$ cat src/rtl/go_to_pose_controller_assert.svh
// ---------------------------------------------------------------------------
// Go-to-pose controller assertion macros
// Concurrent checks, compiled away for synthesis.
// ---------------------------------------------------------------------------
`ifndef GO_TO_POSE_CONTROLLER_ASSERT_SVH
`define GO_TO_POSE_CONTROLLER_ASSERT_SVH
`ifndef SYNTHESIS
`define GTP_ASSERT_IMPL(label, a, c) \
  label: assert property (@(posedge clk) disable iff (rst) (a) |-> (c)) else $error("%m");
`define GTP_ASSERT_NEXT(label, a, c) \
  label: assert property (@(posedge clk) disable iff (rst) (a) |=> (c)) else $error("%m");
`else
`define GTP_ASSERT_IMPL(label, a, c)
`define GTP_ASSERT_NEXT(label, a, c)
`endif
`endif

$ cat src/rtl/gtp_pkg.sv
// ---------------------------------------------------------------------------
// Go-to-pose controller package
// Shared constants, codes and command/status types.
// ---------------------------------------------------------------------------
package gtp_pkg;
  localparam int CordicSteps = 16;
  localparam int StepW = $clog2(CordicSteps + 1);
  localparam int CfgIdxW = 3;
  localparam int CfgDataW = 32;

  localparam logic [1:0] OpPose = 2'd0;
  localparam logic [1:0] OpTarget = 2'd1;
  localparam logic [1:0] OpStop = 2'd2;
  localparam logic [1:0] OpUnused = 2'd3;

  localparam logic [CfgIdxW-1:0] RegMaxLin = 3'd0;
  localparam logic [CfgIdxW-1:0] RegMaxAng = 3'd1;
  localparam logic [CfgIdxW-1:0] RegPosTol = 3'd2;
  localparam logic [CfgIdxW-1:0] RegHeadTol = 3'd3;
  localparam logic [CfgIdxW-1:0] RegGain = 3'd4;

  localparam logic signed [17:0] PiQ13 = 18'sd25736;
  localparam logic signed [17:0] HalfPiQ13 = 18'sd12868;
  localparam logic signed [17:0] TwoPiQ13 = 18'sd51472;
  localparam logic signed [21:0] PiQ16 = 22'sd205887;
  localparam logic signed [21:0] TwoPiQ16 = 22'sd411775;

  function automatic logic [16:0] atan_step(input logic [StepW-1:0] i);
    logic [16:0] r;
    case (i)
      0: r = 17'd51472;
      1: r = 17'd30386;
      2: r = 17'd16055;
      3: r = 17'd8150;
      4: r = 17'd4091;
      5: r = 17'd2047;
      6: r = 17'd1024;
      7: r = 17'd512;
      default: r = (i <= 16) ? (17'd1 << (5'd16 - 5'(i))) : 17'd0;
    endcase
    return r;
  endfunction

  typedef struct packed {
    logic load;      // latch pose, compute dx/dy
    logic sq_x;      // square dx
    logic sq_y;      // square dy, accumulate
    logic sq_t;      // square tolerance
    logic cordic_init;
    logic cordic_step;
    logic finish;    // compute result
  } gtp_cmd_t;

  typedef struct packed {
    logic cordic_done;
  } gtp_stat_t;
endpackage

$ cat src/rtl/gtp_stream_if.sv
// ---------------------------------------------------------------------------
// Go-to-pose stream interfaces
// Valid/ready channels for pose items and command items.
// ---------------------------------------------------------------------------
interface gtp_in_if;
  logic valid;
  logic ready;
  logic [1:0] op;
  logic signed [31:0] pos_x;
  logic signed [31:0] pos_y;
  logic signed [15:0] heading;
  modport source(output valid, op, pos_x, pos_y, heading, input ready);
  modport sink(input valid, op, pos_x, pos_y, heading, output ready);
endinterface

interface gtp_out_if;
  logic valid;
  logic ready;
  logic [15:0] linear_cmd;
  logic signed [15:0] angular_cmd;
  logic arrived;
  logic arrived_changed;
  modport source(output valid, linear_cmd, angular_cmd, arrived, arrived_changed,
                 input ready);
  modport sink(input valid, linear_cmd, angular_cmd, arrived, arrived_changed,
               output ready);
endinterface

$ cat src/rtl/gtp_datapath.sv
// ---------------------------------------------------------------------------
// Go-to-pose datapath
// Squared distance, iterative CORDIC bearing and command selection.
// ---------------------------------------------------------------------------
module gtp_datapath (
  input  logic                            clk,
  input  gtp_pkg::gtp_cmd_t               cmd,
  output gtp_pkg::gtp_stat_t              stat,
  input  logic signed [31:0]              pos_x,
  input  logic signed [31:0]              pos_y,
  input  logic signed [15:0]              heading,
  input  logic signed [31:0]              goal_x,
  input  logic signed [31:0]              goal_y,
  input  logic signed [15:0]              goal_heading,
  input  logic [15:0]                     max_linear_speed,
  input  logic [14:0]                     max_angular_speed,
  input  logic [31:0]                     position_tolerance,
  input  logic [14:0]                     heading_tolerance,
  input  logic [15:0]                     turn_gain,
  input  logic [15:0]                     prev_linear,
  input  logic signed [15:0]              prev_angular,
  output logic [15:0]                     linear,
  output logic signed [15:0]              angular,
  output logic                            aligned
);
  // CORDIC x grows by ~1.65 over |v|<=2^33: 36 bits signed safe
  logic signed [35:0] cx, cy;
  logic signed [21:0] cz;
  logic [gtp_pkg::StepW-1:0] step;
  logic signed [32:0] dx, dy;
  logic signed [15:0] ph;
  logic [31:0] ax, ay;
  logic [64:0] dsq;
  logic [63:0] tsq;
  logic [63:0] sq;
  logic [31:0] sq_in;
  logic signed [35:0] xs, ys;
  logic [16:0] at;
  logic signed [21:0] zw;
  logic signed [17:0] bq, e, ew, h, hw, ae, ah;
  logic [31:0] prod;
  logic [14:0] r;
  logic far;
  logic [15:0] linear_n;
  logic signed [15:0] angular_n;
  logic aligned_n;

  // |dx|, |dy| stay below 2^32
  assign ax = dx[32] ? 32'(-dx) : 32'(dx);
  assign ay = dy[32] ? 32'(-dy) : 32'(dy);
  // one 32x32 square per cycle, shared
  assign sq_in = cmd.sq_x ? ax : (cmd.sq_y ? ay : position_tolerance);
  assign sq = 64'(sq_in) * 64'(sq_in);
  assign xs = cx >>> step;
  assign ys = cy >>> step;
  assign at = gtp_pkg::atan_step(step);
  assign stat.cordic_done = (step == gtp_pkg::StepW'(gtp_pkg::CordicSteps));

  always_ff @(posedge clk) begin
    if (cmd.load) begin
      dx <= 33'(goal_x) - 33'(pos_x);
      dy <= 33'(goal_y) - 33'(pos_y);
      ph <= heading;
    end
    if (cmd.sq_x) dsq <= 65'(sq);
    if (cmd.sq_y) dsq <= dsq + 65'(sq);
    if (cmd.sq_t) tsq <= sq;
    if (cmd.cordic_init) begin
      step <= '0;
      if (dx < 0) begin
        cx <= -36'(dx);
        cy <= -36'(dy);
        cz <= (dy >= 0) ? gtp_pkg::PiQ16 : -gtp_pkg::PiQ16;
      end else begin
        cx <= 36'(dx);
        cy <= 36'(dy);
        cz <= '0;
      end
    end else if (cmd.cordic_step) begin
      step <= step + 1'b1;
      if (cy > 0) begin
        cx <= cx + ys;
        cy <= cy - xs;
        cz <= cz + 22'(at);
      end else begin
        cx <= cx - ys;
        cy <= cy + xs;
        cz <= cz - 22'(at);
      end
    end
    if (cmd.finish) begin
      linear <= linear_n;
      angular <= angular_n;
      aligned <= aligned_n;
    end
  end

  always_comb begin
    zw = cz;
    if (cz > gtp_pkg::PiQ16) zw = cz - gtp_pkg::TwoPiQ16;
    else if (cz < -gtp_pkg::PiQ16) zw = cz + gtp_pkg::TwoPiQ16;
    bq = 18'((zw + 22'sd4) >>> 3);
    e = bq - 18'(ph);
    ew = e;
    if (e > gtp_pkg::PiQ13) ew = e - gtp_pkg::TwoPiQ13;
    else if (e < -gtp_pkg::PiQ13) ew = e + gtp_pkg::TwoPiQ13;
    ae = ew[17] ? -ew : ew;
    h = 18'(goal_heading) - 18'(ph);
    hw = h;
    if (h > gtp_pkg::PiQ13) hw = h - gtp_pkg::TwoPiQ13;
    else if (h < -gtp_pkg::PiQ13) hw = h + gtp_pkg::TwoPiQ13;
    ah = hw[17] ? -hw : hw;
    prod = turn_gain * ae[15:0];
    r = (prod[31:13] > 19'(max_angular_speed)) ? max_angular_speed : prod[27:13];
    far = (dsq > 65'(tsq));
    aligned_n = 1'b0;
    linear_n = prev_linear;
    angular_n = prev_angular;
    if (far) begin
      if (ae > gtp_pkg::HalfPiQ13) begin
        linear_n = '0;
        angular_n = ew[17] ? -16'(max_angular_speed) :
                    ((ew == 0) ? 16'sd0 : 16'(max_angular_speed));
      end else begin
        linear_n = max_linear_speed;
        angular_n = ew[17] ? -16'(r) : ((ew == 0) ? 16'sd0 : 16'(r));
      end
    end else if (ah > 18'(heading_tolerance)) begin
      linear_n = '0;
      angular_n = hw[17] ? -16'(max_angular_speed) :
                  ((hw == 0) ? 16'sd0 : 16'(max_angular_speed));
    end else begin
      aligned_n = 1'b1;
    end
  end
endmodule

$ cat src/rtl/gtp_control.sv
// ---------------------------------------------------------------------------
// Go-to-pose controller sequencer
// Handshakes, goal/flag state and datapath sequencing.
// ---------------------------------------------------------------------------
module gtp_control (
  input  logic                 clk,
  input  logic                 rst,
  gtp_in_if.sink               in_ch,
  gtp_out_if.source            out_ch,
  output gtp_pkg::gtp_cmd_t    cmd,
  input  gtp_pkg::gtp_stat_t   stat,
  output logic signed [31:0]   goal_x,
  output logic signed [31:0]   goal_y,
  output logic signed [15:0]   goal_heading,
  output logic [15:0]          last_linear,
  output logic signed [15:0]   last_angular,
  input  logic [15:0]          linear,
  input  logic signed [15:0]   angular,
  input  logic                 aligned,
  output logic                 busy
);
  typedef enum logic [2:0] {IDLE, SQX, SQY, SQT, CORDIC, FIN, EMIT, SEND} state_t;
  state_t state;
  logic reached_flag, reported_flag;

  assign in_ch.ready = (state == IDLE) && !out_ch.valid;
  assign busy = (state != IDLE);

  always_comb begin
    cmd = '0;
    cmd.load = (state == IDLE) && in_ch.valid && in_ch.ready &&
               (in_ch.op == gtp_pkg::OpPose);
    cmd.sq_x = (state == SQX);
    cmd.sq_y = (state == SQY);
    cmd.sq_t = (state == SQT);
    cmd.cordic_init = (state == SQT);
    cmd.cordic_step = (state == CORDIC) && !stat.cordic_done;
    cmd.finish = (state == FIN);
  end

  always_ff @(posedge clk) begin
    if (rst) begin
      state <= IDLE;
      reached_flag <= 1'b1;
      reported_flag <= 1'b0;
      last_linear <= '0;
      last_angular <= '0;
      goal_x <= '0;
      goal_y <= '0;
      goal_heading <= '0;
      out_ch.valid <= 1'b0;
    end else begin
      if (out_ch.valid && out_ch.ready) out_ch.valid <= 1'b0;
      case (state)
        IDLE: begin
          if (in_ch.valid && in_ch.ready) begin
            case (in_ch.op)
              gtp_pkg::OpTarget: begin
                goal_x <= in_ch.pos_x;
                goal_y <= in_ch.pos_y;
                goal_heading <= in_ch.heading;
                reached_flag <= 1'b0;
              end
              gtp_pkg::OpStop: reached_flag <= 1'b1;
              gtp_pkg::OpPose: state <= reached_flag ? SEND : SQX;
              default: ;
            endcase
            if (in_ch.op == gtp_pkg::OpPose && reached_flag) begin
              last_linear <= '0;
              last_angular <= '0;
            end
          end
        end
        SQX: state <= SQY;
        SQY: state <= SQT;
        SQT: state <= CORDIC;
        CORDIC: if (stat.cordic_done) state <= FIN;
        FIN: state <= EMIT;
        EMIT: begin
          last_linear <= linear;
          last_angular <= angular;
          if (aligned) reached_flag <= 1'b1;
          state <= SEND;
        end
        SEND: begin
          out_ch.valid <= 1'b1;
          out_ch.linear_cmd <= last_linear;
          out_ch.angular_cmd <= last_angular;
          out_ch.arrived <= reached_flag;
          out_ch.arrived_changed <= reported_flag != reached_flag;
          reported_flag <= reached_flag;
          state <= IDLE;
        end
        default: state <= IDLE;
      endcase
    end
  end
endmodule

$ cat src/rtl/go_to_pose_controller.sv
// Sequence: a measured pose squares dx, dy and the tolerance, runs 16 CORDIC
// iterations plus a done check, then selects (FIN) and registers (EMIT) its
// command before SEND raises the result; straight to SEND when already arrived.
// Throughput: target and stop items every cycle while no result is pending.
// The next is taken once the result is.
// Reset: synchronous active-high rst restores register defaults, arrived set.
// ---------------------------------------------------------------------------
// Go-to-pose controller top level
// Differential-drive go-to-goal steering with configuration registers.
// ---------------------------------------------------------------------------
`include "go_to_pose_controller_assert.svh"
module go_to_pose_controller (
  input  logic                            clk,
  input  logic                            rst,
  gtp_in_if.sink                          in_ch,
  gtp_out_if.source                       out_ch,
  input  logic                            cfg_we,
  input  logic [gtp_pkg::CfgIdxW-1:0]     cfg_index,
  input  logic [gtp_pkg::CfgDataW-1:0]    cfg_data
);
  logic [15:0] max_linear_speed, turn_gain, last_linear, linear;
  logic [14:0] max_angular_speed, heading_tolerance;
  logic [31:0] position_tolerance;
  logic signed [31:0] goal_x, goal_y;
  logic signed [15:0] goal_heading, last_angular, angular;
  logic aligned, busy;
  gtp_pkg::gtp_cmd_t cmd;
  gtp_pkg::gtp_stat_t stat;

  always_ff @(posedge clk) begin
    if (rst) begin
      max_linear_speed <= 16'd128;
      max_angular_speed <= 15'd256;
      position_tolerance <= 32'd6554;
      heading_tolerance <= 15'd819;
      turn_gain <= 16'd512;
    end else if (cfg_we) begin
      case (cfg_index)
        gtp_pkg::RegMaxLin: max_linear_speed <= cfg_data[15:0];
        gtp_pkg::RegMaxAng: max_angular_speed <= cfg_data[14:0];
        gtp_pkg::RegPosTol: position_tolerance <= cfg_data;
        gtp_pkg::RegHeadTol: heading_tolerance <= cfg_data[14:0];
        gtp_pkg::RegGain: turn_gain <= cfg_data[15:0];
        default: ;
      endcase
    end
  end

  gtp_control u_ctrl (
    .clk, .rst, .in_ch, .out_ch, .cmd, .stat, .goal_x, .goal_y, .goal_heading,
    .last_linear, .last_angular, .linear, .angular, .aligned, .busy
  );

  gtp_datapath u_dp (
    .clk, .cmd, .stat,
    .pos_x(in_ch.pos_x), .pos_y(in_ch.pos_y), .heading(in_ch.heading),
    .goal_x, .goal_y, .goal_heading, .max_linear_speed, .max_angular_speed,
    .position_tolerance, .heading_tolerance, .turn_gain,
    .prev_linear(last_linear), .prev_angular(last_angular),
    .linear, .angular, .aligned
  );

  `GTP_ASSERT_IMPL(a_no_accept_busy, busy, !in_ch.ready)
  `GTP_ASSERT_NEXT(a_out_hold, out_ch.valid && !out_ch.ready, out_ch.valid && $stable(out_ch.linear_cmd))
  `GTP_ASSERT_NEXT(a_out_after_pose, cmd.finish, busy)
endmodule
$ cat src/flat_wrapper.sv
// flat-port wrapper written by rule: the top's interface ports become plain ports
module go_to_pose_controller_flat 
  (clk, rst, cfg_we, cfg_index, cfg_data, in_ch_valid, in_ch_op, in_ch_pos_x, in_ch_pos_y, in_ch_heading, in_ch_ready, out_ch_valid, out_ch_linear_cmd, out_ch_angular_cmd, out_ch_arrived, out_ch_arrived_changed, out_ch_ready);
  gtp_in_if in_ch_i ();
  gtp_out_if out_ch_i ();
  input  logic clk;
  input  logic rst;
  input  logic cfg_we;
  input  logic [gtp_pkg::CfgIdxW-1:0] cfg_index;
  input  logic [gtp_pkg::CfgDataW-1:0] cfg_data;
  input wire logic [$bits(in_ch_i.valid)-1:0] in_ch_valid;
  input wire logic [$bits(in_ch_i.op)-1:0] in_ch_op;
  input wire logic [$bits(in_ch_i.pos_x)-1:0] in_ch_pos_x;
  input wire logic [$bits(in_ch_i.pos_y)-1:0] in_ch_pos_y;
  input wire logic [$bits(in_ch_i.heading)-1:0] in_ch_heading;
  output wire logic [$bits(in_ch_i.ready)-1:0] in_ch_ready;
  output wire logic [$bits(out_ch_i.valid)-1:0] out_ch_valid;
  output wire logic [$bits(out_ch_i.linear_cmd)-1:0] out_ch_linear_cmd;
  output wire logic [$bits(out_ch_i.angular_cmd)-1:0] out_ch_angular_cmd;
  output wire logic [$bits(out_ch_i.arrived)-1:0] out_ch_arrived;
  output wire logic [$bits(out_ch_i.arrived_changed)-1:0] out_ch_arrived_changed;
  input wire logic [$bits(out_ch_i.ready)-1:0] out_ch_ready;
  assign in_ch_i.valid = in_ch_valid;
  assign in_ch_i.op = in_ch_op;
  assign in_ch_i.pos_x = in_ch_pos_x;
  assign in_ch_i.pos_y = in_ch_pos_y;
  assign in_ch_i.heading = in_ch_heading;
  assign in_ch_ready = in_ch_i.ready;
  assign out_ch_valid = out_ch_i.valid;
  assign out_ch_linear_cmd = out_ch_i.linear_cmd;
  assign out_ch_angular_cmd = out_ch_i.angular_cmd;
  assign out_ch_arrived = out_ch_i.arrived;
  assign out_ch_arrived_changed = out_ch_i.arrived_changed;
  assign out_ch_i.ready = out_ch_ready;
  go_to_pose_controller u_core (.clk(clk), .rst(rst), .in_ch(in_ch_i), .out_ch(out_ch_i), .cfg_we(cfg_we), .cfg_index(cfg_index), .cfg_data(cfg_data));
endmodule
$ cat config.mk
export PLATFORM = sky130hd
export DESIGN_NAME = go_to_pose_controller_flat
export DESIGN_NICKNAME = d
export VERILOG_FILES = /design/src/rtl/gtp_pkg.sv /design/src/rtl/gtp_stream_if.sv /design/src/rtl/gtp_datapath.sv /design/src/rtl/gtp_control.sv /design/src/rtl/go_to_pose_controller.sv /design/src/flat_wrapper.sv
export VERILOG_INCLUDE_DIRS = /design/src /design/src/rtl
export SDC_FILE = /design/constraint.sdc
export NUM_CORES = 2
export LEC_CHECK = 0
export ABC_AREA = 1
export BUFFER_PORTS_ARGS = -buffer_cell sky130_fd_sc_hd__buf_4
export CORE_AREA = 2 2 364 366
export CTS_CLUSTER_DIAMETER = 80
export CTS_CLUSTER_SIZE = 30
export DETAILED_ROUTE_END_ITERATION = 10
export DIE_AREA = 0 0 366 368
export HOLD_SLACK_MARGIN = 0.02
export PLACE_DENSITY = 0.89
export SYNTH_ARGS = -nofsm -noshare
export SYNTH_HDL_FRONTEND = slang
export SYNTH_SLANG_ARGS = --single-unit
$ cat constraint.sdc
create_clock -name clk -period 14.8 [get_ports clk]
set_clock_uncertainty 0.2 [all_clocks]
set_input_delay 2.22 -clock clk [delete_from_list [all_inputs] [get_ports clk]]
set_output_delay 2.22 -clock clk [all_outputs]
set_load 0.005 [all_outputs]
==> After elaboration in Yosys (flattened, before gate mapping) <==
Cells that the tools add are included.
W data, S select, Z words.
{ "word_totals": {"regBits": 589, "in_bits": 122, "elab_cells": 194} }
{ "op_classes": {"n_reduce_logical": 30, "order_cmp": 14, "n_mul": 2, "shifts": 3, "addsub": 28, "bitwise_logic": 1, "n_mux": 58, "eq_ne": 28} }
{ "op_table": {"columns": ["op", "count"], "rows": [
  ["$mux W36", 8],
  ["$mux W16", 11],
  ["$pmux W17 S8", 1],
  ["$mux W65", 2],
  ["$mux W32", 4],
  ["$mux W22", 5],
  ["$mux W18", 6],
  ["$add A36 B36 Y36", 2],
  ["$neg A33 Y36", 2],
  ["$sshr A36 B5 Y36", 2],
  ["$sub A36 B36 Y36", 2],
  ["$sub A32 B32 Y33", 2],
  ["$add A65 B64 Y65", 1],
  ["$gt A65 B64 Y1", 1],
  ["$logic_not A32 Y1", 2],
  ["$mul A32 B32 Y64", 1],
  ["$neg A32 Y32", 2],
  ["$pmux W16 S2", 2],
  ["$mux W15", 4],
  ["$mux W21", 2],
  ["$gt A36 B1 Y1 const B", 1],
  ["$neg A18 Y18", 2],
  ["$ge A33 B1 Y1 const B", 1],
  ["$lt A33 B1 Y1 const B", 1],
  ["54 further kinds", 97]
]} }

==> Logic depth before layout (Yosys ltp) <==
{ "logic_depth": {"word_depth": 17, "depth_mapped": 96} }

==> Modules after synthesis <==
Synthesis repeated with hierarchy kept, for this count alone.
{ "unflattened": {"cells_unflattened": 11449, "hier_area_um2": 86495.5} }
{ "by_module_without_submodules": {"columns": ["mod", "area_each_um2", "n_inst", "cells_each"], "rows": [
  ["gtp_datapath", 76394.5, 1, 10049],
  ["gtp_control", 6276.0, 1, 857],
  ["go_to_pose_controller", 3824.9, 1, 543]
]} }

==> Worst setup path before layout <==
Ideal clock, no wire load.
{ "synth_timing": {"path_kind": "flip-flop to flip-flop", "startpoint": "register u_core.u_dp.cz[11]", "endpoint": "register u_core.u_dp.angular[12] (data pin)", "arrival_time_ns": 13.046, "slack_ns": 1.297, "path_buffers": 3, "stages_incl_launch_ff": 90, "t_required_ns": 14.343, "setup_time_ns": 0.257, "path_cell_list": "edfxtp_1 > buf_6 > clkinv_2 > nand2_1 > nor2_1 > nand2_1 > nand2_1 > nand2_1 > a21oi_4 > inv_2 > o21ai_0 > inv_1 > a21oi_1 > xor2_1 > inv_1 > nand4_1 > nor3_1 > inv_1 > (+54 left out) > o31ai_1 > nand4_2 > nor2_4 > nand2_4 > buf_6 > nand2_1 > o21ai_1 > inv_1 > ha_1 > nand3_2 > nor2_2 > nand2_2 > nand2_4 > nand2_1 > nand2_1 > nand3_1 > nand2_1 > nand2_1"} }
{ "synth_via": {"elab_chain_cells": 17, "word_cells_on_any_way": 28, "cone_classes": "add/sub (8); mul (1); order compare (6); mux (12); reduce/logical (1)"} }
{ "synth_rtl": {"columns": ["element", "line", "rtl"], "rows": [
  ["from (decl)", "gtp_datapath.sv:28", "logic signed [21:0] cz;"],
  ["from (signal assigned)", "gtp_datapath.sv:73", "cz <= (dy >= 0) ? gtp_pkg::PiQ16 : -gtp_pkg::PiQ16;"],
  ["from (signal assigned)", "gtp_datapath.sv:84", "cz <= cz + 22'(at);"],
  ["from (signal assigned)", "gtp_datapath.sv:88", "cz <= cz - 22'(at);"],
  ["$add A21 B20 Y21 or $lt A22 B19 Y1 (tied branches)", "gtp_datapath.sv:101", "else if (cz < -gtp_pkg::PiQ16) zw = cz + gtp_pkg::TwoPiQ16;"],
  ["$mux W21", "gtp_datapath.sv:101", null],
  ["$mux W21 (*)", "gtp_datapath.sv:100", "if (cz > gtp_pkg::PiQ16) zw = cz - gtp_pkg::TwoPiQ16;"],
  ["$add A21 B4 Y21 (*)", "gtp_datapath.sv:102", "bq = 18'((zw + 22'sd4) >>> 3);"],
  ["$sub A18 B16 Y18 (*)", "gtp_datapath.sv:103", "e = bq - 18'(ph);"],
  ["$add A18 B17 Y18 or $lt A18 B16 Y1 (tied branches)", "gtp_datapath.sv:106", "else if (e < -gtp_pkg::PiQ13) ew = e + gtp_pkg::TwoPiQ13;"],
  ["$mux W18", "gtp_datapath.sv:106", null],
  ["$mux W18 (*)", "gtp_datapath.sv:105", "if (e > gtp_pkg::PiQ13) ew = e - gtp_pkg::TwoPiQ13;"],
  ["(+2 left out)", null, null],
  ["$mul A16 B16 Y32", "gtp_datapath.sv:113", "prod = turn_gain * ae[15:0];"],
  ["$gt A19 B15 Y1", "gtp_datapath.sv:114", "r = (prod[31:13] > 19'(max_angular_speed)) ? max_angular_speed : prod[27:13];"],
  ["$mux W15", "gtp_datapath.sv:114", null],
  ["$neg A15 Y16 or $mux W15 (tied branches)", "gtp_datapath.sv:126", "angular_n = ew[17] ? -16'(r) : ((ew == 0) ? 16'sd0 : 16'(r));"],
  ["$mux W16", "gtp_datapath.sv:126", null],
  ["$mux W16 (*)", "gtp_datapath.sv:120", "if (ae > gtp_pkg::HalfPiQ13) begin"],
  ["$mux W16 (*)", "gtp_datapath.sv:119", "if (far) begin"],
  ["via u_core.u_dp.angular_n[12]", "gtp_datapath.sv:45", "logic signed [15:0] angular_n;"],
  ["to (signal assigned)", "gtp_datapath.sv:93", "angular <= angular_n;"],
  ["to (decl)", "gtp_datapath.sv:23", "output logic signed [15:0] angular,"]
]} }
The timed path passes the listed nets; every way through them passes the cells marked *.
A chain may end at the register's enable or synchronous reset.

==> Final worst setup path <==
{ "layout_timing": {"startpoint": "register u_core.u_dp.dy[0]", "endpoint": "register u_core.u_dp.dsq[57] (data pin)"} }
{ "layout_via": {"elab_chain_cells": 7, "word_cells_on_any_way": 8, "cone_classes": "add/sub (2); mul (1); mux (5)"} }
{ "layout_rtl": {"columns": ["element", "line", "rtl"], "rows": [
  ["from (decl)", "gtp_datapath.sv:30", "logic signed [32:0] dx, dy;"],
  ["from (signal assigned)", "gtp_datapath.sv:62", "dy <= 33'(goal_y) - 33'(pos_y);"],
  ["$neg A32 Y32", "gtp_datapath.sv:50", "assign ay = dy[32] ? 32'(-dy) : 32'(dy);"],
  ["$mux W32 (*)", "gtp_datapath.sv:50", null],
  ["$mux W32 (*) (2 in series)", "gtp_datapath.sv:52", "assign sq_in = cmd.sq_x ? ax : (cmd.sq_y ? ay : position_tolerance);"],
  ["$mul A32 B32 Y64 (*)", "gtp_datapath.sv:53", "assign sq = 64'(sq_in) * 64'(sq_in);"],
  ["via u_core.u_dp.sq[52]", "gtp_datapath.sv:35", "logic [63:0] sq;"],
  ["$add A65 B64 Y65 (*)", "gtp_datapath.sv:66", "if (cmd.sq_y) dsq <= dsq + 65'(sq);"],
  ["$mux W65 (*)", "gtp_datapath.sv:66", null],
  ["to (signal assigned)", "gtp_datapath.sv:65", "if (cmd.sq_x) dsq <= 65'(sq);"],
  ["to (signal assigned)", "gtp_datapath.sv:66", null],
  ["to (decl)", "gtp_datapath.sv:33", "logic [64:0] dsq;"]
]} }
The timed path passes the listed nets; every way through them passes the cells marked *. The select of a mux whose other input is x is not followed.

==> results.txt <==
DR DRC count: 0
CP max stage cell: fa_1
Crit start category: register
CTS Buffer Depth: 3
Final Hold Viols: 0
Worst EP required: 15060 ps
CP arrival: 14440 ps
Via-to-Cell Ratio: 6.021
Fin nets: 12850
Remaining Overflow, GRT: 0
Clk sinks: 588
CTS buffer count: 44
Vias in the first global route: 78495
Syn Nets: 12768
Warnings, synthesis: 0
Post-Synth Simple-Gate Area: 0.1729
Root Driver: clkbuf_16
Max Slew Vio Count: 0
Synth Area in XOR/XNOR: 0.04688
Initial Util: 0.6451
Worst-path clk slew: 110 ps
Cell variety after synth: 81
Netlist area before placement: 84370 sq um
Syn Inst Count: 10899
Largest net degree at the start of global routing: 149
Most frequent CP cell: inv_1
1st-pass router iterations: 8
Setup Crit Path Kind: reg2reg
Max-cap check violation count: 0
Top cells by count, synth: inv_1, nand2_1, nor2_1
Die height: 368 um
Post-synthesis compound-gate area fraction: 0.1247
IO Pins: 158
Synth Area in Adders: 0.3492
Share of cells above drive strength 1: 0.06590
Mux contribution to synthesized area: 0.004745
Port Buffers: 157
Synth Area per Inst: 7.741 sq um
Seq/Total Area, Yosys: 0.1835
Clock Latency Late Sink: 700 ps
Post-DRT Antenna Nets: 0
CP Capture Type: register
Slew HR: 0.09588
Die area: 134700 sq um
Die Width: 366 um
Ys flop type: edfxtp_1
Drt total wl: 279.4 mm
Area contributors post-synth: fa_1, edfxtp_1, ha_1
First-pass GRT wire length: 431.5 mm
Yosys top cell area share: 0.2404
Routability congestion estimate: 1.061
Final Cycle Share: 0.9580
Fin Setup TNS: 0 ps
Actual slew at the worst max-slew pin: 1356 ps
HPWL Detailed: 222.2 mm
Tmin final: 14180 ps
Max incr delay on CP: 540 ps
Vias: 76969
# setup viols final: 0
Largest family of logic cells by synthesized area: adder cells
Total GRT Usage: 0.4120
DRT iter0 DRCs: 8287
Max Clock Freq: 70.53 MHz
Row count: 133
Number of synthesized register bits: 588
WL/cell: 21.86 um
Core ar.: 130800 sq um
Area Overhead vs Synth: 7.366%
Yosys top cell by area: fa_1
Post-synth EDFFs: 371
Initial antenna violation count: 18
Status: finished, final reports clean
CTS tree: done
Fraction of registers with async set/reset: 0
Crit-path max FO: 19
H-tree Lvls: 2
Worst min path class: reg2reg
Cell with the most instances after synthesis: inv_1
flip-flops by register name, indices dropped and copies added (netlist names), 22 cells and up:
name                       flops
u_core.position_tolerance     32
u_core.u_ctrl.goal_x          32
u_core.u_ctrl.goal_y          32
u_core.u_dp.cx                36
u_core.u_dp.cy                36
u_core.u_dp.cz                22
u_core.u_dp.dsq               65
u_core.u_dp.dx                33
u_core.u_dp.dy                33
u_core.u_dp.tsq               63
metrics by stage:
stage / utilization / area [sq um] / cells / setup WS [ps] / hold slack [ps]
2_1_floorplan: - / 84370 / 10899 / 1297 / 221.4
3_3_place_gp: 0.6720 / 87900 / 12659 / 547.3 / 241.3
3_5_place_dp: 0.6720 / 87900 / 12659 / 239.9 / 241.4
4_1_cts: 0.6858 / 89700 / 12741 / 158.4 / 264.0
5_1_grt: 0.6926 / 90580 / 12782 / -153.4 / 285.8
6_report: 0.6926 / 90590 / 12783 / 621.1 / 262.5
worst paths after layout:
check                                                   from                                         end  slack [ps]  cells after the start
hold reg to reg   u_core.position_tolerance[12]$_SDFFE_PP1P_  u_core.position_tolerance[12]$_SDFFE_PP1P_         260                      2
hold / removal    u_core.position_tolerance[12]$_SDFFE_PP1P_  u_core.position_tolerance[12]$_SDFFE_PP1P_         260                      2
setup reg to reg                 u_core.u_dp.dy[0]$_DFFE_PP_               u_core.u_dp.dsq[57]$_DFFE_PP_         620                     59
setup / recovery                 u_core.u_dp.dy[0]$_DFFE_PP_               u_core.u_dp.dsq[57]$_DFFE_PP_         620                     59
kinds of logic (layout without fill, tap and decap cells):
| family | count (synthesis) | after routing |
|---|---|---|
| compound gates | 1904 | 1904 |
| simple gates | 3551 | 3551 |
| buf+inv | 2620 | 2738 |
| flops | 588 | 588 |
| other cells | 0 | 11 |
| mux | 40 | 40 |
| fa+ha+maj | 1747 | 1747 |
| xor+xnor | 449 | 449 |
critical path, delay by kind of cell (launching register included):
kind	cells	cell delay, ps
XOR/XNOR	3	500
buffers and inverters	12	1860
flip-flops	1	400
AO/OA/AOI/OAI	12	2330
AND/OR/NAND/NOR	21	3880
adder cells (fa/ha/maj)	11	4780
cell type report:
class	instances	area, sq um
timing repair buffer	377	2882
fill	10414	40210
inverter	2279	8576
clock inverter	33	619.3
antenna	11	27.53
sequential	588	15490
multi-input combinational	7691	59610
clock buffer	49	1184
tap	1755	2196
cells in the final DEF, fill, tap and decap left out, types with 29 or more instances in the layout:
cell       synthesis  routed
nand2_2           27      35
inv_2             23      29
nand3_1          300     290
o21ai_1           42      41
xnor2_1          152     144
edfxtp_1         371     371
a21oi_1          725     713
buf_4              7     368
inv_1           2232    2222
or2_2             44      44
o211ai_1          54      54
nand4_1           72      72
o22ai_1           30      30
a31oi_1           51      49
mux2i_1           40      40
clkbuf_16          0      47
ha_1             734     727
a22oi_1           37      35
nand2_1         1811    1798
dfxtp_1          217     214
nor2_1          1094    1075
fa_1            1013    1013
xor2_1           294     280
nor3_1           109     104
o21ai_0          764     759
layer usage:
layer / GRT usage / share of wire
met5: 0 / 0.00026
met4: 0.2640 / 0.077
met3: 0.09327 / 0.11
met2: 0.6675 / 0.46
met1: 0.4976 / 0.36
what timing repair did:
action                                 4_1_cts  5_1_grt
hold buffers                                 0        0
setup endpoints to repair                    0       29
endpoints found under the hold margin        0        0
buffers inserted                             0       31
resized for setup                            0      132
Power is not shown: default switching activity piles up to over one toggle a cycle in this logic, so the estimate is an artifact.
